$ cat src/rtl/scpd_pkg.sv
`timescale 1ns / 1ps
`default_nettype none
package scpd_pkg;

	localparam int BLOCK_LEN_DEFAULT = 10;

	localparam int SAMPLE_W = 16;
	localparam int CFG_W    = 16;
	localparam int IDX_W    = 2;
	localparam int TIME_W   = 32;
	localparam int FIELD_W  = 20;
	localparam int COUNT_W  = 16;

	localparam int IN_W  = 32;
	localparam int OUT_W = 192;

	localparam logic [CFG_W-1:0] AMP_THRESHOLD_RST      = 16'd10;
	localparam logic [CFG_W-1:0] MIN_SPACING_RST        = 16'd30;
	localparam logic [CFG_W-1:0] COINCIDENCE_WINDOW_RST = 16'd5;

	typedef enum logic [IDX_W-1:0] {
		REG_AMP_THRESHOLD      = 2'd0,
		REG_MIN_SPACING        = 2'd1,
		REG_COINCIDENCE_WINDOW = 2'd2
	} reg_idx_t;

	// declared msb first: sample_time sits in the lowest bits
	typedef struct packed {
		logic [COUNT_W-1:0] cell_total;
		logic [COUNT_W-1:0] peak_total;
		logic [TIME_W-1:0]  cell_time;
		logic               cell_found;
		logic [FIELD_W-1:0] peak_side_sum;
		logic [TIME_W-1:0]  peak_time;
		logic               peak_found;
		logic [FIELD_W-1:0] side_block_sum;
		logic [FIELD_W-1:0] forward_block_sum;
		logic [TIME_W-1:0]  sample_time;
	} result_t;

endpackage
`default_nettype wire

$ cat src/rtl/scpd_cell.sv
`timescale 1ns / 1ps
`default_nettype none
module scpd_cell #(
	parameter int SUM_W = 20
) (
	input  wire logic                            clk,
	input  wire logic                            arst_n,
	input  wire logic                            en,
	input  wire logic [SUM_W-1:0]                prev_fwd,
	input  wire logic [SUM_W-1:0]                prev_side,
	input  wire logic [scpd_pkg::TIME_W-1:0]     prev_stamp,
	output logic      [SUM_W-1:0]                fwd,
	output logic      [SUM_W-1:0]                side,
	output logic      [scpd_pkg::TIME_W-1:0]     stamp
);

	logic [SUM_W-1:0]            fwd_q;
	logic [SUM_W-1:0]            side_q;
	logic [scpd_pkg::TIME_W-1:0] stamp_q;

	// ring entries reset to zero
	always_ff @(posedge clk or negedge arst_n) begin
		if (!arst_n) begin
			fwd_q   <= '0;
			side_q  <= '0;
			stamp_q <= '0;
		end else if (en) begin
			fwd_q   <= prev_fwd;
			side_q  <= prev_side;
			stamp_q <= prev_stamp;
		end
	end

	assign fwd   = fwd_q;
	assign side  = side_q;
	assign stamp = stamp_q;

endmodule
`default_nettype wire

$ cat src/rtl/scpd_eval.sv
`timescale 1ns / 1ps
`default_nettype none
module scpd_eval #(
	parameter int BLOCK_LEN = scpd_pkg::BLOCK_LEN_DEFAULT,
	parameter int SUM_W     = 16 + $clog2(BLOCK_LEN)
) (
	input  wire logic                            clk,
	input  wire logic                            arst_n,
	input  wire logic                            start,
	input  wire logic [scpd_pkg::TIME_W-1:0]     blk_time,
	input  wire logic [SUM_W-1:0]                blk_fwd,
	input  wire logic [SUM_W-1:0]                blk_side,
	input  wire logic [SUM_W-1:0]                head_fwd,
	input  wire logic [SUM_W-1:0]                head_side,
	input  wire logic [scpd_pkg::TIME_W-1:0]     head_stamp,
	input  wire logic [scpd_pkg::CFG_W-1:0]      amp_threshold,
	input  wire logic [scpd_pkg::CFG_W-1:0]      min_spacing,
	input  wire logic [scpd_pkg::CFG_W-1:0]      coincidence_window,
	output logic                                 rotate,
	output logic                                 busy,
	output scpd_pkg::result_t                    res,
	output logic                                 res_valid,
	input  wire logic                            res_ready
);

	localparam int LG    = $clog2(BLOCK_LEN);
	localparam int TOT_W = SUM_W + LG;
	localparam int CMP_W = SUM_W + 2 * LG + 2;
	localparam int TW    = scpd_pkg::TIME_W;

	typedef enum logic [2:0] {
		ST_IDLE,
		ST_SCAN,
		ST_PROD,
		ST_DECIDE,
		ST_OUT
	} state_t;

	state_t                       state_q;
	logic [LG-1:0]                b_q;
	logic [TOT_W-1:0]             tot_q;
	logic [SUM_W-1:0]             fmax_q;
	logic [TW-1:0]                ftime_q;
	logic [SUM_W-1:0]             ctr_q;
	logic [TW-1:0]                ctime_q;
	logic [TW-1:0]                blk_time_q;
	logic [SUM_W-1:0]             blk_fwd_q;
	logic [SUM_W-1:0]             blk_side_q;
	logic [CMP_W-1:0]             ctr_l_s1;
	logic [CMP_W-1:0]             lim_s1;
	logic [TW-1:0]                last_peak_q;
	logic [scpd_pkg::COUNT_W-1:0] peak_cnt_q;
	logic [scpd_pkg::COUNT_W-1:0] cell_cnt_q;
	scpd_pkg::result_t            res_q;

	logic                         is_peak;
	logic                         is_cell;
	logic [TW+1:0]                space_lim;
	logic [TW:0]                  mid_sum;
	logic [SUM_W+19:0]            blk_fwd_x;
	logic [SUM_W+19:0]            blk_side_x;
	logic [SUM_W+19:0]            ctr_x;

	always_comb begin
		space_lim  = {2'b00, last_peak_q} + (TW+2)'(min_spacing);
		is_peak    = (ctr_l_s1 > lim_s1) && ({2'b00, ctime_q} > space_lim);
		is_cell    = ({1'b0, ctime_q} < {1'b0, ftime_q} + (TW+1)'(coincidence_window)) &&
			({1'b0, ftime_q} < {1'b0, ctime_q} + (TW+1)'(coincidence_window));
		mid_sum    = {1'b0, ctime_q} + {1'b0, ftime_q};
		blk_fwd_x  = {20'd0, blk_fwd_q};
		blk_side_x = {20'd0, blk_side_q};
		ctr_x      = {20'd0, ctr_q};
	end

	always_ff @(posedge clk or negedge arst_n) begin
		if (!arst_n) begin
			state_q     <= ST_IDLE;
			b_q         <= '0;
			last_peak_q <= '0;
			peak_cnt_q  <= '0;
			cell_cnt_q  <= '0;
		end else begin
			unique case (state_q)
				ST_IDLE: begin
					if (start) begin
						state_q    <= ST_SCAN;
						b_q        <= '0;
						tot_q      <= '0;
						fmax_q     <= '0;
						ftime_q    <= '0;
						ctr_q      <= '0;
						ctime_q    <= '0;
						blk_time_q <= blk_time;
						blk_fwd_q  <= blk_fwd;
						blk_side_q <= blk_side;
					end
				end
				ST_SCAN: begin
					// head cell shows entries newest first, then oldest onward
					tot_q <= tot_q + TOT_W'(head_side);
					if (head_fwd > fmax_q) begin
						fmax_q  <= head_fwd;
						ftime_q <= head_stamp;
					end
					if (b_q == LG'(BLOCK_LEN / 2) && head_side != '0) begin
						ctr_q   <= head_side;
						ctime_q <= head_stamp;
					end
					b_q <= b_q + 1'b1;
					if (b_q == LG'(BLOCK_LEN - 1)) begin
						state_q <= ST_PROD;
					end
				end
				ST_PROD: begin
					ctr_l_s1 <= CMP_W'(ctr_q) * CMP_W'(BLOCK_LEN);
					lim_s1   <= CMP_W'(tot_q) +
						CMP_W'(amp_threshold) * CMP_W'(BLOCK_LEN * BLOCK_LEN);
					state_q  <= ST_DECIDE;
				end
				ST_DECIDE: begin
					res_q.sample_time       <= blk_time_q;
					res_q.forward_block_sum <= blk_fwd_x[19:0];
					res_q.side_block_sum    <= blk_side_x[19:0];
					res_q.peak_found        <= is_peak;
					res_q.peak_time         <= is_peak ? ctime_q : '0;
					res_q.peak_side_sum     <= is_peak ? ctr_x[19:0] : '0;
					res_q.cell_found        <= is_peak && is_cell;
					res_q.cell_time         <= (is_peak && is_cell) ? mid_sum[TW:1] : '0;
					res_q.peak_total        <= (is_peak && peak_cnt_q != '1) ?
						peak_cnt_q + 1'b1 : peak_cnt_q;
					res_q.cell_total        <= (is_peak && is_cell && cell_cnt_q != '1) ?
						cell_cnt_q + 1'b1 : cell_cnt_q;
					if (is_peak) begin
						last_peak_q <= ctime_q;
						if (peak_cnt_q != '1) begin
							peak_cnt_q <= peak_cnt_q + 1'b1;
						end
						if (is_cell && cell_cnt_q != '1) begin
							cell_cnt_q <= cell_cnt_q + 1'b1;
						end
					end
					state_q <= ST_OUT;
				end
				ST_OUT: begin
					if (res_ready) begin
						state_q <= ST_IDLE;
					end
				end
				default: begin
					state_q <= ST_IDLE;
				end
			endcase
		end
	end

	assign rotate    = (state_q == ST_SCAN);
	assign busy      = (state_q != ST_IDLE);
	assign res_valid = (state_q == ST_OUT);
	assign res       = res_q;

endmodule
`default_nettype wire

$ cat src/rtl/scatter_peak_and_cell_detector_core.sv
`timescale 1ns / 1ps
`default_nettype none
// Scatter peak and cell detector.
// s_tdata carries one forward/side sample pair per word; a result word leaves
// on m_tdata once per BLOCK_LEN accepted samples, none otherwise.
// Samples are taken one per cycle. The last sample of a block stores the block
// sums in a row of BLOCK_LEN shift cells and starts a scan: the row rotates
// past one evaluator, then the PROD and DECIDE states form the threshold,
// spacing and coincidence decision; m_tvalid is high in the OUT state until
// the result word is taken.
// While a result is being formed or waits on m_tready, samples keep flowing
// except the last one of the next block, which is held until the result word
// is taken. Back-to-back blocks therefore wait on the scan, and a stall on
// m_tready while a result is waiting delays them further.
// cfg_we writes cfg_data into the register selected by cfg_index (0 amp
// threshold, 1 min spacing, 2 coincidence window); other indexes are ignored.
// arst_n clears accumulators, sample time, ring cells, last peak time and both
// counters, and loads the register defaults 10, 30 and 5.
module scatter_peak_and_cell_detector_core #(
	parameter int BLOCK_LEN = scpd_pkg::BLOCK_LEN_DEFAULT
) (
	input  wire logic                          clk,
	input  wire logic                          arst_n,
	input  wire logic                          s_tvalid,
	output logic                               s_tready,
	input  wire logic [scpd_pkg::IN_W-1:0]     s_tdata,  // forward_sample, side_sample
	output logic                               m_tvalid,
	input  wire logic                          m_tready,
	// sample_time, forward_block_sum, side_block_sum, peak_found, peak_time,
	// peak_side_sum, cell_found, cell_time, peak_total, cell_total
	output logic      [scpd_pkg::OUT_W-1:0]    m_tdata,
	input  wire logic                          cfg_we,
	input  wire logic [scpd_pkg::IDX_W-1:0]    cfg_index,
	input  wire logic [scpd_pkg::CFG_W-1:0]    cfg_data
);

	localparam int LG    = $clog2(BLOCK_LEN);
	localparam int SUM_W = 16 + LG;
	localparam int TW    = scpd_pkg::TIME_W;

	logic [scpd_pkg::CFG_W-1:0] amp_threshold_q;
	logic [scpd_pkg::CFG_W-1:0] min_spacing_q;
	logic [scpd_pkg::CFG_W-1:0] coincidence_window_q;

	logic [SUM_W-1:0] acc_fwd_q;
	logic [SUM_W-1:0] acc_side_q;
	logic [LG-1:0]    cnt_q;
	logic [TW-1:0]    time_q;

	logic             take;
	logic             last;
	logic             insert;
	logic             rotate;
	logic             busy;
	logic [SUM_W-1:0] new_fwd;
	logic [SUM_W-1:0] new_side;
	logic [TW-1:0]    new_time;

	logic [SUM_W-1:0] cell_fwd  [BLOCK_LEN];
	logic [SUM_W-1:0] cell_side [BLOCK_LEN];
	logic [TW-1:0]    cell_stamp[BLOCK_LEN];

	scpd_pkg::result_t res;

	assign last     = (cnt_q == LG'(BLOCK_LEN - 1));
	assign s_tready = !last || !busy;
	assign take     = s_tvalid && s_tready;
	assign insert   = take && last;
	assign new_fwd  = acc_fwd_q + SUM_W'(s_tdata[15:0]);
	assign new_side = acc_side_q + SUM_W'(s_tdata[31:16]);
	assign new_time = time_q + 1'b1;

	always_ff @(posedge clk or negedge arst_n) begin
		if (!arst_n) begin
			amp_threshold_q      <= scpd_pkg::AMP_THRESHOLD_RST;
			min_spacing_q        <= scpd_pkg::MIN_SPACING_RST;
			coincidence_window_q <= scpd_pkg::COINCIDENCE_WINDOW_RST;
		end else if (cfg_we) begin
			unique case (cfg_index)
				scpd_pkg::REG_AMP_THRESHOLD:      amp_threshold_q      <= cfg_data;
				scpd_pkg::REG_MIN_SPACING:        min_spacing_q        <= cfg_data;
				scpd_pkg::REG_COINCIDENCE_WINDOW: coincidence_window_q <= cfg_data;
				default: ;
			endcase
		end
	end

	always_ff @(posedge clk or negedge arst_n) begin
		if (!arst_n) begin
			acc_fwd_q  <= '0;
			acc_side_q <= '0;
			cnt_q      <= '0;
			time_q     <= '0;
		end else if (take) begin
			time_q <= new_time;
			if (last) begin
				acc_fwd_q  <= '0;
				acc_side_q <= '0;
				cnt_q      <= '0;
			end else begin
				acc_fwd_q  <= new_fwd;
				acc_side_q <= new_side;
				cnt_q      <= cnt_q + 1'b1;
			end
		end
	end

	// cell 0 is the newest block; the row shifts on insert and rotates on scan
	for (genvar k = 0; k < BLOCK_LEN; k++) begin : g_cell
		if (k == 0) begin : g_head
			scpd_cell #(.SUM_W(SUM_W)) u_cell (
				.clk        (clk),
				.arst_n     (arst_n),
				.en         (insert || rotate),
				.prev_fwd   (insert ? new_fwd  : cell_fwd[BLOCK_LEN-1]),
				.prev_side  (insert ? new_side : cell_side[BLOCK_LEN-1]),
				.prev_stamp (insert ? new_time : cell_stamp[BLOCK_LEN-1]),
				.fwd        (cell_fwd[k]),
				.side       (cell_side[k]),
				.stamp      (cell_stamp[k])
			);
		end else begin : g_body
			scpd_cell #(.SUM_W(SUM_W)) u_cell (
				.clk        (clk),
				.arst_n     (arst_n),
				.en         (insert || rotate),
				.prev_fwd   (cell_fwd[k-1]),
				.prev_side  (cell_side[k-1]),
				.prev_stamp (cell_stamp[k-1]),
				.fwd        (cell_fwd[k]),
				.side       (cell_side[k]),
				.stamp      (cell_stamp[k])
			);
		end
	end

	scpd_eval #(
		.BLOCK_LEN (BLOCK_LEN),
		.SUM_W     (SUM_W)
	) u_eval (
		.clk                (clk),
		.arst_n             (arst_n),
		.start              (insert),
		.blk_time           (new_time),
		.blk_fwd            (new_fwd),
		.blk_side           (new_side),
		.head_fwd           (cell_fwd[0]),
		.head_side          (cell_side[0]),
		.head_stamp         (cell_stamp[0]),
		.amp_threshold      (amp_threshold_q),
		.min_spacing        (min_spacing_q),
		.coincidence_window (coincidence_window_q),
		.rotate             (rotate),
		.busy               (busy),
		.res                (res),
		.res_valid          (m_tvalid),
		.res_ready          (m_tready)
	);

	assign m_tdata = scpd_pkg::OUT_W'(res);

endmodule
`default_nettype wire

$ cat config.mk
export PLATFORM = sky130hd
export DESIGN_NAME = scatter_peak_and_cell_detector_core
export DESIGN_NICKNAME = d
export VERILOG_FILES = /design/src/rtl/scpd_pkg.sv /design/src/rtl/scpd_cell.sv /design/src/rtl/scpd_eval.sv /design/src/rtl/scatter_peak_and_cell_detector_core.sv
export SDC_FILE = /design/constraint.sdc
export NUM_CORES = 2
export LEC_CHECK = 0
export BUFFER_PORTS_ARGS = -buffer_cell sky130_fd_sc_hd__buf_2
export CAP_MARGIN = 20
export CORE_MARGIN = 10
export CORE_UTILIZATION = 60
export CTS_CLUSTER_SIZE = 28
export DETAILED_ROUTE_END_ITERATION = 10
export GPL_ROUTABILITY_DRIVEN = 0
export HOLD_SLACK_MARGIN = 0.05
export PLACE_DENSITY = 0.78
export SLEW_MARGIN = 20
export SYNTH_ARGS = -nofsm -noshare
export SYNTH_HDL_FRONTEND = slang
export SYNTH_HIERARCHICAL = 1
export SYNTH_SLANG_ARGS = --single-unit
$ cat constraint.sdc
create_clock -name clk -period 9.94 [get_ports clk]
set_input_delay 2.982 -clock clk [delete_from_list [all_inputs] [get_ports clk]]
set_output_delay 2.982 -clock clk [all_outputs]
set_load 0.02 [all_outputs]
==> results by group <==
Cells and area
  • Final net count: around 5700
  • Non-filler cells, final: between 6000 and 7000
  • Post-route core utilization: 0.664
  • Commonest non-fill, non-tap cell in the layout: dfrtp_1
  • Most frequent cells in the layout: dfrtp_1, mux2_4, edfxtp_1
  • Finished Cell Area: ~75000 sq um
  • Ratio of cells with drive above 1 in the final layout: 0.263
  • Area Growth Syn to Fin: 9.40%

Pwr
  • Total chip power: about 22 mW
  • Clk pwr share: 0.243
  • Power Internal: 13.9 mW
  • PD cells: slightly below 300 nW/um^2
  • Net Sw Power: 7.89 mW
  • Logic pwr share: 0.401
  • P_leak: about 35 nW
  • Worst vdd ir: 0.433 mV
  • Flop pwr share: 0.356
  • Sw frac: 0.362

STA
  • Setup TNS: 0 ns
  • Worst Tran Pin Value: about 1.0 ns
  • Hold Slack: just over 0.4 ns
  • Setup-failing EPs final: 0
  • Worst Clk Skew: between 0.02 and 0.03 ns
  • Tmin final: around 6.8 ns
  • RSZ-0062 raised after global routing: no
  • Final Slew Violations: 0
  • Slew HR: 0.301
  • Final worst slack: between 3 and 4 ns
  • Highest clock rate: about 0.15 GHz
  • Fin crit share: 0.688
  • Final hold viol count: 0

Global route
  • Initial antenna violation count: 6
  • Gr usage total: 0.233
  • First-pass GRT wire length: between 200 and 250 mm
  • Number of global-route vias before repair: roughly 41000
  • Aggregate global routing overflow: 0
  • Largest net degree at the start of global routing: approximately 180

Synth
  • Post-synth EDFFs: between 400 and 500
  • Async SR Flop Fraction: 0.676
  • Synth Area per Inst: 13.8 sq um
  • Synth warnings: 6
  • Seq cells post-synth: approximately 1400
  • Mapped cell area: 68500 sq um
  • Sequential fraction of the synthesis area: 0.526
  • Yosys top cell area share: 0.331
  • Dominant register cell in the synthesized netlist: dfrtp_1
  • Distinct cells, synth: 99
  • Cells after Synth: 4978
  • Post-synth top area cell: dfrtp_1
  • Synth top area cells: dfrtp_1, edfxtp_1, mux2_4

Clock network
  • H-tree levels: 4
  • Post-cts hold buffer count: 0
  • CTS tree: yes
  • Clock Tree Buf Depth: 3
  • CTS Buf Count: ~140
  • Clk sinks: between 1000 and 1500
  • Clock transition at path regs: about 0.07 ns
  • Clk Tree Root Cell: clkbuf_16
  • Clk Latency, worst-skew pair: ~0.75 ns
  • PostCTS Resize Cnt: 0
  • # Post-CTS Setup Buffers: 0

Floorplanning
  • Initial Util: 0.607
  • Core area: around 110000 sq um
  • Chip Height: about 360 um
  • Die Area: 128000 sq um
  • I/O pin total: roughly 250
  • Die width: between 300 and 400 um
  • Row count: about 120

Run status
  • Outcome: complete, no violations

Placement
  • Post-DP Area: roughly 70000 sq um
  • Dpl ws: about 3.1 ns
  • Number of buffers added on ports: between 200 and 250
  • Placed cells: 6603
  • Post-DP HPWL: between 100 and 150 mm

Min path
  • Hold_sp: u_eval/blk_side_q[4]
  • Worst hold path class: reg2reg
  • Min-Delay Path Depth: 0
  • Hold Path End: u_eval/res[56]

Critical path
  • FF-to-FF Start: min_spacing_q[1]
  • Worst Path Max Fanout: 65
  • CP arrival: around 7.3 ns
  • Critical Path RT: 10.40 ns
  • CP Capture Type: flip-flop
  • Worst reg2reg endpoint: u_eval/res[188]
  • R2r setup slk: 3.10 ns
  • Reg2Reg Depth: 22
  • Setup crit start kind: flip-flop
  • Crit Path Category: reg2reg

Detailed routing
  • Iter 0 DRT Violations: approximately 3500
  • Final WL: 151 mm
  • WL/cell: around 22 um
  • Remaining DRCs: 0
  • Vias: between 40000 and 50000
  • Final ANT Viol Nets: 0
  • DRT Pass-1 Iters: 7
  • Avg Vias per Cell: approximately 5.9

Flow run
  • Max_cap viols: 0
-- cells in the mapped netlist (10+ instances only) --
library cell,count
dfrtp_1,907
mux2_4,701
edfxtp_1,438
ha_1,383
nand2_1,246
nor2_1,226
xnor2_1,184
a21oi_1,169
inv_1,168
mux2_2,132
xor2_1,123
o21ai_0,111
and2_1,102
and3_1,100
nand3_1,100
buf_12,70
nand4_1,70
a21o_1,69
nor3_1,66
clkbuf_1,55
nor2b_1,45
nand2b_1,40
o21a_1,38
a31oi_1,34
a211oi_1,33
a22o_1,29
fa_1,20
buf_2,19
o211ai_1,18
o21bai_1,18
a41oi_1,16
a211o_1,14
nor4_1,14
o22ai_1,12
or2_2,12
o31ai_1,11
buf_6,10
nand3b_1,10
-- per-layer routing --
metal	GRT usage	vias up	part of all wire
met3	0.0387	273	0.058
met5	0	-	0.000080
met2	0.367	1154	0.47
met1	0.326	20461	0.44
met4	0.0815	2	0.032
li1	-	18659	-
-- final cells by class --
type                            count  area [sq um]
Clock buffer                      195          3950
Timing Repair Buffer              290          1680
Clock inverter                     63           714
Fill cell                        7712         38000
Tap cell                         1500          1880
Inverter                          169           636
Sequential cell                  1353         36100
Antenna cell                        3          7.51
Multi-Input combinational cell   3292         30000
-- worst max-delay path, stage by stage (launching register included) --
cell and delay, ns:
dfstp_2 0.56, ha_1 0.24, a21o_1 0.16, a21o_1 0.20
o21ba_2 0.21, o41a_1 0.43, a41oi_1 0.38, a211oi_1 0.17
a41oi_2 0.56, nor2_1 0.13, xnor2_1 0.15, ha_1 0.30
nand4_1 0.16, o221ai_1 0.24, o21ai_0 0.16, o211ai_1 0.11
a31oi_1 0.13, nor3_2 0.20, and2_2 0.23, buf_4 0.52
nand3_2 0.71, inv_2 0.44, a31oi_1 0.16
-- worst max-delay path by stage --
stage	startpoint	end	slack [ns]
floorplan	s_tvalid	u_eval/fmax_q[0]	1.32
global placement	s_tvalid	u_eval/ctime_q[31]	3.28
detailed placement	min_spacing_q[1]	u_eval/res[186]	3.15
CTS	min_spacing_q[1]	u_eval/res[186]	3.10
global route	min_spacing_q[1]	u_eval/res[186]	2.77
finish	min_spacing_q[1]	u_eval/res[188]	3.10
-- logic make-up after synthesis --
kind of cell,count (synthesis),synth area share
other,1,0.0000547
buffers and inverters,334,0.0365
and+or+nand+nor,1079,0.0807
xor gates and xnor gates,308,0.0395
adders and majority gates,403,0.0758
AOI/OAI and AO/OA,662,0.0650
DFF,1353,0.526
muxes,838,0.176
-- power groups by stage --
stage / clock (mW) / sequential (mW) / combinational (mW)
finish: 5.30 / 7.75 / 8.74
detailed placement: 0 / 7.80 / 8.57
global route: 5.62 / 7.84 / 9.53
global placement: 0 / 7.77 / 8.35
floorplan: 0 / 7.54 / 7.65
CTS: 5.40 / 7.73 / 8.67
-- flip-flops by register name, indices dropped and copies added, names as in the netlist, 23 cells and up --
name / cells
u_eval/blk_time_q: 32
u_eval/tot_q: 24
g_cell.g_body.u_cell/side: 180
u_eval/ctr_l_s1: 23
g_cell.g_head.u_cell/stamp: 32
u_eval/ctime_q: 32
u_eval/last_peak_q: 32
g_cell.g_body.u_cell/fwd: 180
g_cell.g_body.u_cell/stamp: 288
u_eval/ftime_q: 32
u_eval/lim_s1: 25
time_q: 32
u_eval/res: 190
Power figures use the tool's default switching activity.
